File: config.mk
export PLATFORM = sky130hd
export DESIGN_NAME = mm_cell
export DESIGN_NICKNAME = d
export VERILOG_FILES = /design/src/hdl/mm_pkg.sv /design/src/hdl/mm_cell.sv
export SDC_FILE = /design/constraint.sdc
export NUM_CORES = 1
export LEC_CHECK = 0
export ABC_CLOCK_PERIOD_IN_PS = 11480
export BUFFER_PORTS_ARGS = -buffer_cell sky130_fd_sc_hd__buf_2
export CAP_MARGIN = 25
export CELL_PAD_IN_SITES_DETAIL_PLACEMENT = 1
export CELL_PAD_IN_SITES_GLOBAL_PLACEMENT = 2
export CORE_ASPECT_RATIO = 1.4
export CORE_MARGIN = 3
export CORE_UTILIZATION = 43
export CTS_CLUSTER_SIZE = 40
export DETAILED_ROUTE_END_ITERATION = 10
export GPL_ROUTABILITY_DRIVEN = 0
export PLACE_DENSITY_LB_ADDON = 0.1
export SYNTH_ARGS = -nofsm -noshare
export SYNTH_HDL_FRONTEND = slang
export SYNTH_SLANG_ARGS = --single-unit
File: constraint.sdc
create_clock -name clock -period 11.48 [get_ports clock]
set_input_delay 2.296 -clock clock [delete_from_list [all_inputs] [get_ports clock]]
set_output_delay 2.296 -clock clock [all_outputs]
set_load 0.05 [all_outputs]
File: src/hdl/mm_pkg.sv
// ---------------------------------------------------------------------------
// mm_pkg: shared types and constants for the matrix multiplier
// Register codes, fixed field widths, sequencer states and the lane
// control word handed from cell to cell.
// ---------------------------------------------------------------------------
package mm_pkg;

   // configuration port
   localparam int CSR_ADDR_W = 2;
   localparam int CFG_W      = 4;

   localparam logic [CSR_ADDR_W-1:0] REG_ROWS_A    = 2'd0;
   localparam logic [CSR_ADDR_W-1:0] REG_INNER_DIM = 2'd1;
   localparam logic [CSR_ADDR_W-1:0] REG_COLS_B    = 2'd2;

   localparam logic [CFG_W-1:0] RST_ROWS_A    = 4'd4;
   localparam logic [CFG_W-1:0] RST_INNER_DIM = 4'd3;
   localparam logic [CFG_W-1:0] RST_COLS_B    = 4'd2;

   // result fields
   localparam int SUM_W    = 35;
   localparam int ROWCOL_W = 3;

   typedef enum logic [1:0] {
      ST_LOAD,
      ST_FEED,
      ST_WAIT,
      ST_EMIT
   } state_type;

   // control that travels with each A element down the cell chain
   typedef struct packed {
      logic valid;
      logic first;   // first term of a dot product
      logic last;    // final term of a dot product
   } lane_ctl_type;

endpackage

File: src/hdl/mm_cell.sv
// ---------------------------------------------------------------------------
// mm_cell: one column cell of the multiply chain
// Holds one column of B, multiplies the passing A element by its B entry
// and accumulates one element of a row of C. A passes on to the next cell.
// ---------------------------------------------------------------------------
module mm_cell #(
   parameter int ELEM_WIDTH = 16,
   parameter int MAX_DIM    = 8
) (
   input  logic                                 clock,
   input  logic                                 reset,
   // B column load
   input  logic                                 b_we,
   input  logic [$clog2(MAX_DIM)-1:0]           b_addr,
   input  logic signed [ELEM_WIDTH-1:0]         b_data,
   // lane from the previous cell
   input  logic signed [ELEM_WIDTH-1:0]         a_in,
   input  logic [$clog2(MAX_DIM)-1:0]           p_in,
   input  mm_pkg::lane_ctl_type                 ctl_in,
   // lane to the next cell
   output logic signed [ELEM_WIDTH-1:0]         a_out,
   output logic [$clog2(MAX_DIM)-1:0]           p_out,
   output mm_pkg::lane_ctl_type                 ctl_out,
   // finished dot product
   output logic [mm_pkg::SUM_W-1:0]             acc_out,
   output logic                                 done_out
);

   localparam int IDX_W  = $clog2(MAX_DIM);
   localparam int PROD_W = 2 * ELEM_WIDTH;
   localparam int EXT_W  = (PROD_W > mm_pkg::SUM_W) ? PROD_W : mm_pkg::SUM_W;

   logic signed [ELEM_WIDTH-1:0] b_col_ff [MAX_DIM];
   logic signed [ELEM_WIDTH-1:0] b_sel;
   logic signed [PROD_W-1:0]     prod_ff;
   logic signed [EXT_W-1:0]      prod_ext;
   mm_pkg::lane_ctl_type         ctl1_ff;
   logic [mm_pkg::SUM_W-1:0]     acc_ff;
   logic                         done_ff;
   logic signed [ELEM_WIDTH-1:0] a_out_ff;
   logic [IDX_W-1:0]             p_out_ff;
   mm_pkg::lane_ctl_type         ctl_out_ff;

   // B column storage, no reset
   always_ff @(posedge clock) begin
      if (b_we) begin
         b_col_ff[b_addr] <= b_data;
      end
   end

   assign b_sel = b_col_ff[p_in];

   // multiply stage and lane forwarding
   always_ff @(posedge clock) begin
      prod_ff  <= a_in * b_sel;
      a_out_ff <= a_in;
      p_out_ff <= p_in;
   end

   // wraps modulo 2^SUM_W, same as the wide sum cut to SUM_W bits
   assign prod_ext = EXT_W'(prod_ff);

   always_ff @(posedge clock) begin
      if (ctl1_ff.valid) begin
         acc_ff <= (ctl1_ff.first ? '0 : acc_ff) + prod_ext[mm_pkg::SUM_W-1:0];
      end
   end

   always_ff @(posedge clock) begin
      if (reset) begin
         ctl1_ff    <= '0;
         ctl_out_ff <= '0;
         done_ff    <= 1'b0;
      end else begin
         ctl1_ff    <= ctl_in;
         ctl_out_ff <= ctl_in;
         done_ff    <= ctl1_ff.valid && ctl1_ff.last;
      end
   end

   assign a_out    = a_out_ff;
   assign p_out    = p_out_ff;
   assign ctl_out  = ctl_out_ff;
   assign acc_out  = acc_ff;
   assign done_out = done_ff;

endmodule

==> results.yml <==
synth:
  synth_edf_count: 163
  synthArstFlopShare_pct: 0
  synth_seq_cells: 218
  synth_cell_type_count: 67
  yosysMostFrequentCell: "inv_1"
  synth_top_area_share_pct: 27.6
  syn_inst: 1690
  synth_seq_area_share_pct: 31.4
  synthFlopType: "edfxtp_1"
  synth_area_um2: 19100
  yosys_warnings: 0
  yosysTopAreaCell: "fa_1"
  syn_nets: 2113
  syn_area_per_cell_um2: 11.3
  synth_commonest_cells: "inv_1, fa_1, edfxtp_1"
  synth_area_leaders: "fa_1, edfxtp_1, ha_1, inv_1, dfxtp_1"
layout:
  drive_gt1_share_pct: 12.6
  num-fill-cells: 4671
  diodes: 0
  area_growth_pct: 10.6
  nets: 2205
  stdcell_area_um2: 21100
timing:
  max_freq_mhz: 108
  fin_ws_ps: 2220
  finalCriticalPeriod_ps: 9260
  rsz0062_at_grt: "no"
  tightest_slew_ps: 1020
  finalSetupViolations: 0
  drv_slew: 0
  fin_skew_ps: 34.9
  hold_viol_final: 0
  relSlewSlack_pct: 30.6
  holdWs_ps: 432
  min_period_over_period_pct: 80.7
  setup_tns_ps: 0
placement:
  place_ws_ps: 1630
  hpwlAfterDp_um: 36600
  postPlaceCellArea_um2: 20300
  port_buffers: 101
grt:
  grt_max_degree: 38
  grt_pass1_vias: 14200
  grt_pass1_wl_um: 75800
  grt_overflow: 0
  grt_antenna_before_repair: 0
  track_usage_pct: 20.5
route:
  wl_met2_um: 24500
  routed-wl-met3_um: 1350
  wl_per_cell_um: 19.6
  top_layer_used: "met4"
  m1WireLength_um: 19000
  drt-initial-drc-count: 362
  drt-pass1-iter-count: 5
  vias_per_cell: 5.14
  totalWireLength_um: 46000
  drc: 0
  vias: 12100
  antenna_left: 0
floorplanning:
  core_um2: 43500
  initial_core_util_pct: 43.9
  dieArea_um2: 47000
  die_h_um: 255
  boundaryPins: 102
  rows: 90
  die-width_um: 184
worst_setup_path:
  cp.required_ps: 11940
  cp.arrival_ps: 9730
  path_class: "in2reg"
  critPathLaunchType: "primary input"
  critPathMaxFanout: 20
  crit_path_end_kind: "register"
clocking:
  htree_levels: 1
  clk_latency_ps: 570
  postCtsResizedCells: 0
  cts_buffers: 24
  cts_sinks: 218
  clock_path_buffers: 3
  hold_buffers: 0
  cts_root_buffer: "clkbuf_16"
  tritoncts: "built"
  cts_setup_buffers: 0
  path_clk_slew_ps: 60
outcome:
  status: "complete, no violations"
job:
  drv_cap: 0
hold_path:
  holdCritPathClass: "reg2reg"
[worst paths after layout]
kind,start,endpoint,slack (ps),cells past startpoint
worst max-delay path,p_in[0],prod_ff[31],2220,23
worst min-delay path,ctl_out[0],done_out,430,2
worst max register to register,b_col_ff[6][5],prod_ff[31],4250,22
worst min register to register,ctl_out[0],done_out,430,2
[flip-flops by register name, indices dropped and copies added (netlist names)]
signal and flops:
ctl_out 3, b_col_ff 128, done_out 1, acc_out 35, prod_ff 32, a_out 16
p_out 3
[final cells by class]
type | count | area [µm²] | share of cell area, %
clock buffers | 29 | 629 | 2.98
clock inverters | 15 | 164 | 0.777
inverters | 326 | 1220 | 5.80
multi-input cells | 1095 | 11700 | 55.3
flip-flops and latches | 218 | 6000 | 28.4
well taps | 552 | 691 | 3.27
repair buffers | 117 | 728 | 3.45
[cells in the final DEF (no fill, tap or decap), types with 47 or more instances in the layout]
cell type,n
inv_1,326
xnor2_1,50
edfxtp_1,163
and2_1,49
buf_2,101
nor2_1,47
fa_1,263
dfxtp_1,54
ha_1,116
nand2_1,125
nor2b_1,117
[layer usage]
layer,vias up,GRT usage (%)
li1,5610,-
met1,6209,24.6
met2,193,38.7
met3,73,2.22
met4,0,5.66
met5,-,0
[worst max-delay path, cell delays in order]
cell and delay [ps]:
buf_2 540, mux4_2 590, mux2i_2 810, nor2b_1 160
fa_1 550, inv_1 50, fa_1 460, fa_1 510
inv_1 50, fa_1 500, fa_1 490, inv_1 50
fa_1 470, inv_1 40, ha_1 370, a21oi_1 180
a21oi_1 80, a211oi_1 340, o221ai_1 310, o21ai_1 300
o21ai_1 160, and4_1 230, nor3_1 170
[cells by family after synthesis]
logic type / Yosys count / share of synthesized area (%)
fa+ha+maj: 379 / 35.2
mux: 50 / 4.80
flops: 218 / 31.4
simple gates: 444 / 12.2
xor+xnor: 61 / 2.80
compound gates: 161 / 5.97
buf+inv: 377 / 7.61
[stage by stage]
stage                     std cells  util, %
after detailed placement       2307     46.7
after floorplan                1690        -
final                          2352     48.6
after CTS                      2351     48.5
after global placement         2301     46.4
after global routing           2352     48.6
Power is left out: the tool's default activity adds up to more than one toggle a clock period on the data nets, which glitch-free logic cannot reach.
